File: src/hw/rtl/atpsc_pkg.sv
// ----------------------------------------------------------------------------
// atpsc_pkg
// Shared types and constants for the two-phase signal controller.
// ----------------------------------------------------------------------------
`default_nettype none

package atpsc_pkg;

    localparam int CFG_IDX_W  = 3;
    localparam int CFG_DATA_W = 16;
    localparam int THR_W      = 9;
    localparam int GREEN_W    = 16;
    localparam int ENA_W      = 4;
    localparam int GT_W       = 16;

    typedef logic [CFG_IDX_W-1:0] t_cfg_idx;

    localparam t_cfg_idx REG_NS_THRESHOLD    = 3'd0;
    localparam t_cfg_idx REG_WE_THRESHOLD    = 3'd1;
    localparam t_cfg_idx REG_MIN_GREEN       = 3'd2;
    localparam t_cfg_idx REG_MAX_GREEN       = 3'd3;
    localparam t_cfg_idx REG_FIXED_INTERVAL  = 3'd4;
    localparam t_cfg_idx REG_APPROACH_ENABLE = 3'd5;

    localparam logic [GREEN_W-1:0] MIN_GREEN_RST      = 16'd300;
    localparam logic [GREEN_W-1:0] MAX_GREEN_RST      = 16'd1200;
    localparam logic [GREEN_W-1:0] FIXED_INTERVAL_RST = 16'd900;
    localparam logic [ENA_W-1:0]   APPROACH_ENA_RST   = 4'hF;

    localparam int ENA_W_BIT = 0;
    localparam int ENA_E_BIT = 1;
    localparam int ENA_N_BIT = 2;
    localparam int ENA_S_BIT = 3;

    localparam logic PHASE_NS = 1'b0;
    localparam logic PHASE_WE = 1'b1;

    typedef struct packed {
        logic [THR_W-1:0]   ns_threshold;
        logic [THR_W-1:0]   we_threshold;
        logic [GREEN_W-1:0] min_green;
        logic [GREEN_W-1:0] max_green;
        logic [GREEN_W-1:0] fixed_interval;
        logic [ENA_W-1:0]   approach_enable;
    } t_cfg;

    typedef struct packed {
        logic fixed_mode;
        logic we_hi;
        logic ns_hi;
    } t_flags;

endpackage

`default_nettype wire

File: src/hw/rtl/atpsc_if.sv
// ----------------------------------------------------------------------------
// atpsc_if
// Valid/ready channels of the signal controller: counts, results, config.
// ----------------------------------------------------------------------------
`default_nettype none

interface atpsc_in_if #(
    parameter int COUNT_BITS = 8
);
    logic                  valid;
    logic                  ready;
    logic [COUNT_BITS-1:0] west_count;
    logic [COUNT_BITS-1:0] east_count;
    logic [COUNT_BITS-1:0] north_count;
    logic [COUNT_BITS-1:0] south_count;

    modport source (
        output valid, west_count, east_count, north_count, south_count,
        input  ready
    );
    modport sink (
        input  valid, west_count, east_count, north_count, south_count,
        output ready
    );
endinterface

interface atpsc_out_if;
    logic        valid;
    logic        ready;
    logic        phase;
    logic        changed;
    logic [15:0] green_time;

    modport source (
        output valid, phase, changed, green_time,
        input  ready
    );
    modport sink (
        input  valid, phase, changed, green_time,
        output ready
    );
endinterface

interface atpsc_cfg_if;
    logic        valid;
    logic        ready;
    logic [2:0]  index;
    logic [15:0] data;

    modport source (
        output valid, index, data,
        input  ready
    );
    modport sink (
        input  valid, index, data,
        output ready
    );
endinterface

`default_nettype wire

File: src/hw/rtl/atpsc_cfg.sv
// ----------------------------------------------------------------------------
// atpsc_cfg
// Configuration register file, written one register per transfer.
// ----------------------------------------------------------------------------
`default_nettype none

module atpsc_cfg
    import atpsc_pkg::*;
(
    input  wire                   i_clk,
    input  wire                   i_rst_n,
    input  wire                   i_wr_valid,
    input  wire  [CFG_IDX_W-1:0]  i_wr_index,
    input  wire  [CFG_DATA_W-1:0] i_wr_data,
    output logic                  o_wr_ready,
    output t_cfg                  o_cfg
);

    t_cfg r_cfg;
    t_cfg n_cfg;

    assign o_wr_ready = 1'b1;
    assign o_cfg      = r_cfg;

    always_comb begin
        n_cfg = r_cfg;
        if (i_wr_valid) begin
            unique case (t_cfg_idx'(i_wr_index))
                REG_NS_THRESHOLD:    n_cfg.ns_threshold    = i_wr_data[THR_W-1:0];
                REG_WE_THRESHOLD:    n_cfg.we_threshold    = i_wr_data[THR_W-1:0];
                REG_MIN_GREEN:       n_cfg.min_green       = i_wr_data[GREEN_W-1:0];
                REG_MAX_GREEN:       n_cfg.max_green       = i_wr_data[GREEN_W-1:0];
                REG_FIXED_INTERVAL:  n_cfg.fixed_interval  = i_wr_data[GREEN_W-1:0];
                REG_APPROACH_ENABLE: n_cfg.approach_enable = i_wr_data[ENA_W-1:0];
                default:             n_cfg = r_cfg;
            endcase
        end
    end

    always_ff @(posedge i_clk) begin
        if (!i_rst_n) begin
            r_cfg.ns_threshold    <= '0;
            r_cfg.we_threshold    <= '0;
            r_cfg.min_green       <= MIN_GREEN_RST;
            r_cfg.max_green       <= MAX_GREEN_RST;
            r_cfg.fixed_interval  <= FIXED_INTERVAL_RST;
            r_cfg.approach_enable <= APPROACH_ENA_RST;
        end else begin
            r_cfg <= n_cfg;
        end
    end

endmodule

`default_nettype wire

File: src/hw/rtl/atpsc_intake.sv
// ----------------------------------------------------------------------------
// atpsc_intake
// Input register for the approach counts; axis sums and congestion flags.
// ----------------------------------------------------------------------------
`default_nettype none

module atpsc_intake
    import atpsc_pkg::*;
#(
    parameter int COUNT_BITS = 8
) (
    input  wire                   i_clk,
    input  wire                   i_rst_n,
    input  wire                   i_valid,
    output logic                  o_ready,
    input  wire  [COUNT_BITS-1:0] i_west_count,
    input  wire  [COUNT_BITS-1:0] i_east_count,
    input  wire  [COUNT_BITS-1:0] i_north_count,
    input  wire  [COUNT_BITS-1:0] i_south_count,
    input  wire  t_cfg            i_cfg,
    input  wire                   i_adv,
    output logic                  o_valid,
    output t_flags                o_flags
);

    localparam int SUM_W = (COUNT_BITS + 1 > THR_W) ? COUNT_BITS + 1 : THR_W;

    logic                  r_valid;
    logic [COUNT_BITS-1:0] r_west;
    logic [COUNT_BITS-1:0] r_east;
    logic [COUNT_BITS-1:0] r_north;
    logic [COUNT_BITS-1:0] r_south;

    logic [COUNT_BITS-1:0] w_west;
    logic [COUNT_BITS-1:0] w_east;
    logic [COUNT_BITS-1:0] w_north;
    logic [COUNT_BITS-1:0] w_south;
    logic [SUM_W-1:0]      w_we_sum;
    logic [SUM_W-1:0]      w_ns_sum;

    assign o_ready = !r_valid || i_adv;
    assign o_valid = r_valid;

    always_ff @(posedge i_clk) begin
        if (!i_rst_n) begin
            r_valid <= 1'b0;
        end else if (o_ready) begin
            r_valid <= i_valid;
        end
    end

    always_ff @(posedge i_clk) begin
        if (o_ready && i_valid) begin
            r_west  <= i_west_count;
            r_east  <= i_east_count;
            r_north <= i_north_count;
            r_south <= i_south_count;
        end
    end

    always_comb begin
        w_west  = i_cfg.approach_enable[ENA_W_BIT] ? r_west  : '0;
        w_east  = i_cfg.approach_enable[ENA_E_BIT] ? r_east  : '0;
        w_north = i_cfg.approach_enable[ENA_N_BIT] ? r_north : '0;
        w_south = i_cfg.approach_enable[ENA_S_BIT] ? r_south : '0;
        w_we_sum = SUM_W'(w_west) + SUM_W'(w_east);
        w_ns_sum = SUM_W'(w_north) + SUM_W'(w_south);
        o_flags.fixed_mode = (i_cfg.ns_threshold == '0) && (i_cfg.we_threshold == '0);
        o_flags.we_hi      = w_we_sum >= SUM_W'(i_cfg.we_threshold);
        o_flags.ns_hi      = w_ns_sum >= SUM_W'(i_cfg.ns_threshold);
    end

endmodule

`default_nettype wire

File: src/hw/rtl/atpsc_core.sv
// ----------------------------------------------------------------------------
// atpsc_core
// Phase decision, green timers and the result register.
// ----------------------------------------------------------------------------
`default_nettype none

module atpsc_core
    import atpsc_pkg::*;
#(
    parameter int TIMER_BITS = 16
) (
    input  wire                i_clk,
    input  wire                i_rst_n,
    input  wire                i_valid,
    input  wire  t_flags       i_flags,
    input  wire  t_cfg         i_cfg,
    output logic               o_adv,
    output logic               o_valid,
    input  wire                i_ready,
    output logic               o_phase,
    output logic               o_changed,
    output logic [GT_W-1:0]    o_green_time
);

    localparam int CW = (TIMER_BITS > GREEN_W) ? TIMER_BITS : GREEN_W;
    localparam logic [TIMER_BITS-1:0] TMR_MAX = {TIMER_BITS{1'b1}};
    localparam logic [CW-1:0] GT_MAX = CW'({GT_W{1'b1}});

    logic                  r_phase;
    logic [TIMER_BITS-1:0] r_ns_timer;
    logic [TIMER_BITS-1:0] r_we_timer;
    logic                  r_out_valid;
    logic                  r_out_phase;
    logic                  r_out_changed;
    logic [GT_W-1:0]       r_out_gt;

    logic                  n_phase;
    logic [TIMER_BITS-1:0] n_ns_timer;
    logic [TIMER_BITS-1:0] n_we_timer;
    logic [GT_W-1:0]       n_gt;

    logic [CW-1:0]         w_ns;
    logic [CW-1:0]         w_we;
    logic [CW-1:0]         w_gt;
    logic                  w_flip;

    assign o_adv        = i_valid && (!r_out_valid || i_ready);
    assign o_valid      = r_out_valid;
    assign o_phase      = r_out_phase;
    assign o_changed    = r_out_changed;
    assign o_green_time = r_out_gt;

    always_comb begin
        w_ns = CW'(r_ns_timer);
        w_we = CW'(r_we_timer);
        priority if (i_flags.fixed_mode) begin
            w_flip = (w_we > CW'(i_cfg.fixed_interval)) || (w_ns > CW'(i_cfg.fixed_interval));
        end else if (i_flags.we_hi == i_flags.ns_hi) begin
            w_flip = (w_we > CW'(i_cfg.max_green)) || (w_ns > CW'(i_cfg.max_green));
        end else if (i_flags.we_hi) begin
            w_flip = (w_ns > CW'(i_cfg.min_green)) || (w_we > CW'(i_cfg.max_green));
        end else begin
            w_flip = (w_we > CW'(i_cfg.min_green)) || (w_ns > CW'(i_cfg.max_green));
        end

        n_phase = r_phase ^ w_flip;
        if (n_phase == PHASE_NS) begin
            n_ns_timer = (r_ns_timer == TMR_MAX) ? r_ns_timer : r_ns_timer + 1'b1;
            n_we_timer = '0;
            w_gt       = CW'(n_ns_timer);
        end else begin
            n_we_timer = (r_we_timer == TMR_MAX) ? r_we_timer : r_we_timer + 1'b1;
            n_ns_timer = '0;
            w_gt       = CW'(n_we_timer);
        end
        n_gt = (w_gt > GT_MAX) ? {GT_W{1'b1}} : w_gt[GT_W-1:0];
    end

    always_ff @(posedge i_clk) begin
        if (!i_rst_n) begin
            r_phase     <= PHASE_NS;
            r_ns_timer  <= '0;
            r_we_timer  <= '0;
            r_out_valid <= 1'b0;
        end else begin
            if (o_adv) begin
                r_phase    <= n_phase;
                r_ns_timer <= n_ns_timer;
                r_we_timer <= n_we_timer;
            end
            if (o_adv) begin
                r_out_valid <= 1'b1;
            end else if (i_ready) begin
                r_out_valid <= 1'b0;
            end
        end
    end

    always_ff @(posedge i_clk) begin
        if (o_adv) begin
            r_out_phase   <= n_phase;
            r_out_changed <= w_flip;
            r_out_gt      <= n_gt;
        end
    end

endmodule

`default_nettype wire

File: src/hw/rtl/adaptive_two_phase_signal_controller_top.sv
// Path: an input transfer is captured in the input register and its result
//   in the result register, which holds it until the output is ready.
// Throughput: one item per cycle; a stalled result holds both registers, so
//   one more item is taken into the input register and then input stalls.
// Reset: synchronous, active low; north-south green, both timers and all
//   valid flags cleared, configuration registers at their defaults.
// ----------------------------------------------------------------------------
// adaptive_two_phase_signal_controller_top
// Two-phase actuated intersection controller, one tick per input transfer.
// ----------------------------------------------------------------------------
`default_nettype none

module adaptive_two_phase_signal_controller_top
    import atpsc_pkg::*;
#(
    parameter int TIMER_BITS = 16,
    parameter int COUNT_BITS = 8
) (
    input  wire            i_clk,
    input  wire            i_rst_n,
    atpsc_in_if.sink       i_in,
    atpsc_out_if.source    o_out,
    atpsc_cfg_if.sink      i_cfg
);

    t_cfg   w_cfg;
    t_flags w_flags;
    logic   w_adv;
    logic   w_stage_valid;

    atpsc_cfg u_cfg (
        .i_clk      (i_clk),
        .i_rst_n    (i_rst_n),
        .i_wr_valid (i_cfg.valid),
        .i_wr_index (i_cfg.index),
        .i_wr_data  (i_cfg.data),
        .o_wr_ready (i_cfg.ready),
        .o_cfg      (w_cfg)
    );

    atpsc_intake #(
        .COUNT_BITS (COUNT_BITS)
    ) u_intake (
        .i_clk         (i_clk),
        .i_rst_n       (i_rst_n),
        .i_valid       (i_in.valid),
        .o_ready       (i_in.ready),
        .i_west_count  (i_in.west_count),
        .i_east_count  (i_in.east_count),
        .i_north_count (i_in.north_count),
        .i_south_count (i_in.south_count),
        .i_cfg         (w_cfg),
        .i_adv         (w_adv),
        .o_valid       (w_stage_valid),
        .o_flags       (w_flags)
    );

    atpsc_core #(
        .TIMER_BITS (TIMER_BITS)
    ) u_core (
        .i_clk        (i_clk),
        .i_rst_n      (i_rst_n),
        .i_valid      (w_stage_valid),
        .i_flags      (w_flags),
        .i_cfg        (w_cfg),
        .o_adv        (w_adv),
        .o_valid      (o_out.valid),
        .i_ready      (o_out.ready),
        .o_phase      (o_out.phase),
        .o_changed    (o_out.changed),
        .o_green_time (o_out.green_time)
    );

endmodule

`default_nettype wire

File: src/flat_wrapper.sv
// flat-port wrapper written by rule: the top's interface ports become plain ports
module adaptive_two_phase_signal_controller_top_flat import atpsc_pkg::*;
#(
    parameter int TIMER_BITS = 16,
    parameter int COUNT_BITS = 8
)
  (i_clk, i_rst_n, i_in_valid, i_in_west_count, i_in_east_count, i_in_north_count, i_in_south_count, i_in_ready, o_out_valid, o_out_phase, o_out_changed, o_out_green_time, o_out_ready, i_cfg_valid, i_cfg_index, i_cfg_data, i_cfg_ready);
  atpsc_in_if #(.COUNT_BITS(COUNT_BITS)) i_in_i ();
  atpsc_out_if o_out_i ();
  atpsc_cfg_if i_cfg_i ();
  input  wire i_clk;
  input  wire i_rst_n;
  input wire logic [$bits(i_in_i.valid)-1:0] i_in_valid;
  input wire logic [$bits(i_in_i.west_count)-1:0] i_in_west_count;
  input wire logic [$bits(i_in_i.east_count)-1:0] i_in_east_count;
  input wire logic [$bits(i_in_i.north_count)-1:0] i_in_north_count;
  input wire logic [$bits(i_in_i.south_count)-1:0] i_in_south_count;
  output wire logic [$bits(i_in_i.ready)-1:0] i_in_ready;
  output wire logic [$bits(o_out_i.valid)-1:0] o_out_valid;
  output wire logic [$bits(o_out_i.phase)-1:0] o_out_phase;
  output wire logic [$bits(o_out_i.changed)-1:0] o_out_changed;
  output wire logic [$bits(o_out_i.green_time)-1:0] o_out_green_time;
  input wire logic [$bits(o_out_i.ready)-1:0] o_out_ready;
  input wire logic [$bits(i_cfg_i.valid)-1:0] i_cfg_valid;
  input wire logic [$bits(i_cfg_i.index)-1:0] i_cfg_index;
  input wire logic [$bits(i_cfg_i.data)-1:0] i_cfg_data;
  output wire logic [$bits(i_cfg_i.ready)-1:0] i_cfg_ready;
  assign i_in_i.valid = i_in_valid;
  assign i_in_i.west_count = i_in_west_count;
  assign i_in_i.east_count = i_in_east_count;
  assign i_in_i.north_count = i_in_north_count;
  assign i_in_i.south_count = i_in_south_count;
  assign i_in_ready = i_in_i.ready;
  assign o_out_valid = o_out_i.valid;
  assign o_out_phase = o_out_i.phase;
  assign o_out_changed = o_out_i.changed;
  assign o_out_green_time = o_out_i.green_time;
  assign o_out_i.ready = o_out_ready;
  assign i_cfg_i.valid = i_cfg_valid;
  assign i_cfg_i.index = i_cfg_index;
  assign i_cfg_i.data = i_cfg_data;
  assign i_cfg_ready = i_cfg_i.ready;
  adaptive_two_phase_signal_controller_top #(.TIMER_BITS(TIMER_BITS), .COUNT_BITS(COUNT_BITS)) u_core (.i_clk(i_clk), .i_rst_n(i_rst_n), .i_in(i_in_i), .o_out(o_out_i), .i_cfg(i_cfg_i));
endmodule
File: config.mk
export PLATFORM = sky130hd
export DESIGN_NAME = adaptive_two_phase_signal_controller_top_flat
export DESIGN_NICKNAME = d
export VERILOG_FILES = /design/src/hw/rtl/atpsc_pkg.sv /design/src/hw/rtl/atpsc_if.sv /design/src/hw/rtl/atpsc_cfg.sv /design/src/hw/rtl/atpsc_intake.sv /design/src/hw/rtl/atpsc_core.sv /design/src/hw/rtl/adaptive_two_phase_signal_controller_top.sv /design/src/flat_wrapper.sv
export SDC_FILE = /design/constraint.sdc
export NUM_CORES = 1
export LEC_CHECK = 0
export BUFFER_PORTS_ARGS = -buffer_cell sky130_fd_sc_hd__buf_2
export CAP_MARGIN = 40
export CORE_MARGIN = 1.5
export CORE_UTILIZATION = 35
export CTS_CLUSTER_SIZE = 14
export DETAILED_ROUTE_END_ITERATION = 6
export GPL_TIMING_DRIVEN = 0
export SLEW_MARGIN = 0
export SYNTH_ARGS = -nofsm -noshare
export SYNTH_HDL_FRONTEND = slang
export SYNTH_SLANG_ARGS = --single-unit
File: constraint.sdc
create_clock -name i_clk -period 4.6 [get_ports i_clk]
set_clock_uncertainty 0.2 [all_clocks]
set_input_delay 1.38 -clock i_clk [delete_from_list [all_inputs] [get_ports i_clk]]
set_output_delay 1.38 -clock i_clk [all_outputs]
set_load 0.005 [all_outputs]
Word-level counts from Yosys, hierarchy flattened

Cells that the tools add are included.

Reductions and logical operators: 21
Eq/ne operators: 8
Multiplexer cells: 14
Add/subtract/negate cells: 4
Bitwise gates (word level): 1
Magnitude comparators: 9

Operators by type and width:

| kind                                           | count |
|---|---|
| > comparator 16 bit                            | 6 |
| two-way mux 16 bit                             | 5 |
| adder 16 x 1 -> 16 bit (second input constant) | 2 |
| == test 16 bit (second input constant)         | 2 |
| two-way mux 8 bit                              | 4 |
| adder 8 x 8 -> 9 bit                           | 2 |
| >= comparator 9 bit                            | 2 |
| zero test 9 bit                                | 2 |
| > comparator 16 bit (second input constant)    | 1 |
| AND reduction 2 bit                            | 6 |
| == test 3 x 2 -> 1 bit (second input constant) | 2 |
| == test 3 bit (second input constant)          | 2 |
| logical OR 1 bit                               | 6 |
| two-way mux 1 bit                              | 5 |
| == test 3 x 1 -> 1 bit (second input constant) | 1 |
| logical AND 1 bit                              | 3 |
| zero test 3 bit                                | 1 |
| zero test 1 bit                                | 2 |
| nonzero test 2 bit                             | 1 |
| == test 1 bit                                  | 1 |
| XOR 1 bit                                      | 1 |

Flip-flop bits (word level): 155
Output and inout port bits: 21
Input bits: 56

Longest topological paths before layout

Depth in word-level cells: 9
Mapped depth: 23
Depth with buffers taken out: 22

Modules after synthesis

Synthesis repeated with hierarchy kept, for this count alone.

Cells, all modules: 1142
Area, all modules: 10364.9 µm²

Modules (own cells, without submodules):

| module       | cells each | area an instance (µm²) | times used |
|---|---|---|---|
| atpsc_core   | 660        | 5332.6                 | 1 |
| atpsc_cfg    | 266        | 2730.1                 | 1 |
| atpsc_intake | 216        | 2302.2                 | 1 |

Least setup slack after synthesis

No wires, ideal clock.

Path kind: reg2reg
Start point: register u_core.u_cfg.r_cfg, in the netlist u_core.u_cfg.o_cfg[2]
End point: register u_core.u_core.r_out_gt[13] (netlist: u_core.u_core.o_green_time[13]) (data pin)
Setup slack: 0.010 ns
Cell stages (with the launch flop): 22
Path buffers: 1
Clock period less this slack: 4.590 ns
Data arrival time: 4.130 ns
Cell sequence: dfxtp_1 > and2_1 > ha_1 > inv_1 > fa_1 > inv_1 > a21oi_1 > o21ai_0 > a21oi_1 > nor2_1 > nor2_1 > xnor2_1 > ha_1 > nand4_1 > or3_1 > o2bb2ai_1 > or4_1 > nor3_2 > or4_1 > and2_1 > buf_6 > mux2_2

Word-level cells in the longest chain between the ends: 9

Ends and longest elaborated chain:

| element                          | line               | source |
|---|---|---|
| from (decl)                      | atpsc_cfg.sv:19    | `t_cfg r_cfg;` |
| from (signal assigned)           | atpsc_cfg.sv:49    | `r_cfg <= n_cfg;` |
| two-way mux 8 bit (*)            | atpsc_intake.sv:64 | `w_north = i_cfg.approach_enable[ENA_N_BIT] ? r_north : '0;` |
| adder 8 x 8 -> 9 bit (*)         | atpsc_intake.sv:67 | `w_ns_sum = SUM_W'(w_north) + SUM_W'(w_south);` |
| >= comparator 9 bit (*)          | atpsc_intake.sv:70 | `o_flags.ns_hi = w_ns_sum >= SUM_W'(i_cfg.ns_threshold);` |
| == test 1 bit (*)                | atpsc_core.sv:58   | `end else if (i_flags.we_hi == i_flags.ns_hi) begin` |
| two-way mux 1 bit (*)            | atpsc_core.sv:58   |  |
| two-way mux 1 bit (*)            | atpsc_core.sv:56   | `priority if (i_flags.fixed_mode) begin` |
| XOR 1 bit (*)                    | atpsc_core.sv:66   | `n_phase = r_phase ^ w_flip;` |
| two-way mux 16 bit (*)           | atpsc_core.sv:67   | `if (n_phase == PHASE_NS) begin` |
| named net u_core.u_core.w_gt[13] | atpsc_core.sv:44   | `logic [CW-1:0] w_gt;` |
| > comparator 16 bit              | atpsc_core.sv:76   | `n_gt = (w_gt > GT_MAX) ? {GT_W{1'b1}} : w_gt[GT_W-1:0];` |
| to (signal assigned)             | atpsc_core.sv:103  | `r_out_gt <= n_gt;` |
| to (decl)                        | atpsc_core.sv:35   | `logic [GT_W-1:0] r_out_gt;` |

Mark *: on every way through the listed nets, which the timed path passes. The rest lies on a longest branch.
A chain may end at the register's enable or synchronous reset.

Worst setup path in the final report

Start point: register u_core.u_intake.r_east[0]
End point: register u_core.u_core.r_out_gt[13] (netlist: u_core.u_core.o_green_time[13]) (data pin)

Word-level cells in the longest chain between the ends: 9
Elaborated cells on any way between the ends: 10
Classes of those cells: 1 x add/sub; 2 x order compare; 1 x eq/ne; 5 x mux; 1 x bitwise

Ends and longest elaborated chain:

| element                                            | line                               | source |
|---|---|---|
| from (decl)                                        | atpsc_intake.sv:30                 | `logic [COUNT_BITS-1:0] r_east;` |
| from (signal assigned)                             | atpsc_intake.sv:55                 | `r_east <= i_east_count;` |
| two-way mux 8 bit (*)                              | atpsc_intake.sv:63                 | `w_east = i_cfg.approach_enable[ENA_E_BIT] ? r_east : '0;` |
| adder 8 x 8 -> 9 bit (*)                           | atpsc_intake.sv:66                 | `w_we_sum = SUM_W'(w_west) + SUM_W'(w_east);` |
| >= comparator 9 bit (*)                            | atpsc_intake.sv:69                 | `o_flags.we_hi = w_we_sum >= SUM_W'(i_cfg.we_threshold);` |
| two-way mux 1 bit or == test 1 bit (tied branches) | atpsc_core.sv:60, atpsc_core.sv:58 |  |
| two-way mux 1 bit (*)                              | atpsc_core.sv:58                   |  |
| two-way mux 1 bit (*)                              | atpsc_core.sv:56                   |  |
| XOR 1 bit (*)                                      | atpsc_core.sv:66                   |  |
| two-way mux 16 bit (*)                             | atpsc_core.sv:67                   |  |
| named net u_core.u_core.w_gt[13]                   | atpsc_core.sv:44                   |  |
| > comparator 16 bit                                | atpsc_core.sv:76                   |  |

Marked as above.

==> run metrics <==
die width approximately 170 um; CTS sink cnt 155; initial core utilization 0.357; ANT nets after route 0; Slew headroom 0.440; Seq/Total Area, Yosys 0.362; total number of vias slightly below 9,000; Synth cell types 68; CP Data Required Time ~4600 ps; initial antenna violation count 0; cell count after synthesis roughly 1,100; RSZ-0062 raised after global routing true; Core Area about 0.028 mm^2; first drt pass iteration count 7; Die Area approximately 0.029 mm^2; Hold Crit Class flip-flop to flip-flop; worst hold margin roughly 250 ps; Synth Register Bits 155; first-pass GRT wire length roughly 44,000 um; start point of the worst hold path u_core.u_cfg.o_cfg[34]; largest area contributor in the netlist dfxtp_1; VDD IR max ~230 uV; R2R Path End u_core.u_core.o_green_time[13]; Clock Latency Late Sink around 450 ps; P_int approximately 2600 uW; fraction of layout cells with a size suffix above 1 0.170; critical path class flip-flop to flip-flop; post-synth top area share 0.211; syn_nets between 1,000 and 1,500; hold buffers post-CTS 0; flop-to-flop setup slack between 3 and 4 ps; synthesis-to-finish area growth 20.8%; sequential power share 0.397; WP data arrival 4600 ps; n_diodes 0; Setup crit end kind flip-flop; Crit path buffers/inverters 7; Max Slew Vio Count 0; Primary FF master, synth dfxtp_1; synth warn 0; final number of hold-violating endpoints 0; total I/O pin count 77; P_leak slightly below 0.005 uW; Placer Congestion 0.844; Pwr per Cell Area 311 mW/mm^2; final period utilization 0.999; Synth async-reset ratio 0; failing checks design-rule violations; die extent in y ~170 um; cts bufs inserted 17; min Tclk post-route between 4000 and 5000 ps; CP Launch Type flip-flop; CP max-delay cell or4_4; largest net degree at the start of global routing 22; htree depth 4; post-synthesis cell area 0.00994 mm^2; Top delay family on crit path simple AND/OR/NAND/NOR gates; worst r2r src u_core.u_intake.r_east[0]; Clk pwr share 0.389; Crit path largest cell delay 500 ps; Tot GR Track Use 0.194; Hold Crit Depth 2; CP max FO 7; final wirelength 28,300 um; CP Cell Sequence and2_4, ha_4, inv_2, fa_2, inv_2, a21oi_2, o21ai_2, buf_4, buf_4, buf_4, buf_4, xor2_2, ha_1, nand4_1, o21bai_1, a21oi_2, o21ai_4, or4_4, nor3_4, or4_4, and2_4, buf_12, mux2_4; worst-case clock buffer depth 2; clk root buf clkbuf_16; HPWL after detailed placement 21,100 um; CTS tree yes; vias per cell about 5.3; main area contributors after synthesis dfxtp_1 (21%), ha_1 (17%), edfxtp_1 (15%); nets@finish ~1,500; Comb power frac 0.214; Worst Hold Endpoint u_core.u_cfg.o_cfg[34]; setup tns final 0 ps; num rows between 60 and 70; Worst-Margin Slew 833 ps; input/output buffers 74; drt wl/cell 17.0 um; outcome finished, violations left; fmax between 200 and 250 MHz; switching pwr between 1000 and 1500 uW; setup violators final 0; number of flops mapped to enable cells by yosys 50; FF-to-FF path depth 23; syn_area_per_cell between 8 and 9 um^2; switch share 0.305; most frequent CP cell buf_4; number of global-route vias before repair 8,300; worst setup margin around 3.2 ps; drc violations 2; Post-Place Worst Slack -837 ps; GR Overflow Total 0; drt first-iter violations 622; max-cap violations 0; clock slew at reported path FFs ~80 ps; Overall Power roughly 3700 uW
logic make-up after synthesis:
kind of cell    Yosys count  share of synthesized area
simple gates            414                      0.203
compound gates          251                      0.159
flops                   155                      0.362
buf+inv                 136                     0.0544
fa+ha+maj               134                      0.170
xor+xnor                 38                     0.0335
mux                      17                     0.0172
other cells               1                   0.000377
how the worst max path moves through the flow:
stage,endpoint,cells past startpoint,from
floorplan,u_core.u_core.o_green_time[13],21,u_core.u_cfg.o_cfg[2]
global placement,u_core.u_core.o_green_time[9],22,u_core.u_cfg.o_cfg[2]
detailed placement,u_core.u_core.o_green_time[9],23,u_core.u_cfg.o_cfg[2]
CTS,u_core.u_core.o_green_time[13],21,u_core.u_cfg.o_cfg[1]
global route,u_core.u_core.o_green_time[13],23,u_core.u_intake.r_east[0]
finish,u_core.u_core.o_green_time[13],23,u_core.u_intake.r_east[0]
synth_stat cells, types with 11 or more instances:
cell type / instances
nor3_1: 15
mux2i_1: 16
nor4_1: 13
inv_1: 88
o21ai_0: 25
dfxtp_1: 105
xor2_1: 13
clkbuf_1: 33
xnor2_1: 25
nand4_1: 29
nand2_1: 183
a21o_1: 17
and2_1: 35
nor2b_1: 11
ha_1: 132
nand3_1: 43
o211ai_1: 27
nor2_1: 41
a21oi_1: 116
edfxtp_1: 50
through the flow:
stage          std cells  utilization  instance area (um^2)
6_report            1660        0.431                 12000
5_1_grt             1660        0.431                 12000
4_1_cts             1653        0.422                 11700
3_5_place_dp        1600        0.388                 10800
3_3_place_gp        1598        0.387                 10800
2_1_floorplan       1146            -                  9940
placed cells by master (no fill, tap or decap), types with 18 or more instances in the layout:
cell,n
inv_1,83
dfxtp_1,101
ha_1,126
nor2_1,41
o211ai_1,27
nand4_1,29
buf_2,79
clkbuf_1,31
xnor2_1,25
a21oi_1,107
and2_1,30
clkbuf_16,18
nand2_1,179
buf_4,28
nand3_1,43
edfxtp_1,50
o21ai_0,18
state kept, by name, indices dropped and copies added, names as in the netlist:
signal and cells:
u_core.u_core.o_phase 1, u_core.u_core.r_ns_timer 16, u_core.u_intake.r_east 8, u_core.u_core.r_phase 1, u_core.u_intake.r_west 8, u_core.u_intake.o_valid 1, u_core.u_core.o_changed 1, u_core.u_core.r_we_timer 16
u_core.u_intake.r_south 8, u_core.u_core.o_valid 1, u_core.u_core.o_green_time 16, u_core.u_cfg.o_cfg 70, u_core.u_intake.r_north 8
worst min-delay path, cell delays in order, from the launching register on:
cell	delay [ps]
dfxtp_1	310
nand2_1	50
a21oi_1	50
per-layer routing:
layer / track usage / wire length [um] / vias to the layer above
li1: - / - / 4336
met1: 0.257 / 13000 / 4143
met2: 0.320 / 13200 / 246
met3: 0.0311 / 1490 / 42
met4: 0.0679 / 642 / 0
met5: 0 / 0 / -
repair_timing:
item	in CTS	in global routing
endpoints found under the setup margin	51	51
buffers inserted	21	6
gates cloned	0	1
gates resized for setup	53	40
pin swaps	28	30
cell type report:
class | instances | area, um^2
Buffer | 46 | 234
Clock buffer | 17 | 425
Clock inverter | 15 | 178
Fill cell | 2745 | 15900
Inverter | 90 | 343
Multi-Input combinational cell | 855 | 6100
Sequential cell | 155 | 3620
Tap cell | 378 | 473
Timing Repair Buffer | 104 | 636
power groups by stage:
stage / clock network (uW) / registers (uW) / logic (uW)
finish: 1450 / 1480 / 797
detailed placement: 0 / 1510 / 594
global route: 1520 / 1490 / 867
global placement: 0 / 1510 / 582
CTS: 1470 / 1480 / 699
floorplan: 0 / 1510 / 406
Note: power is estimated with default switching activity, not from simulation.
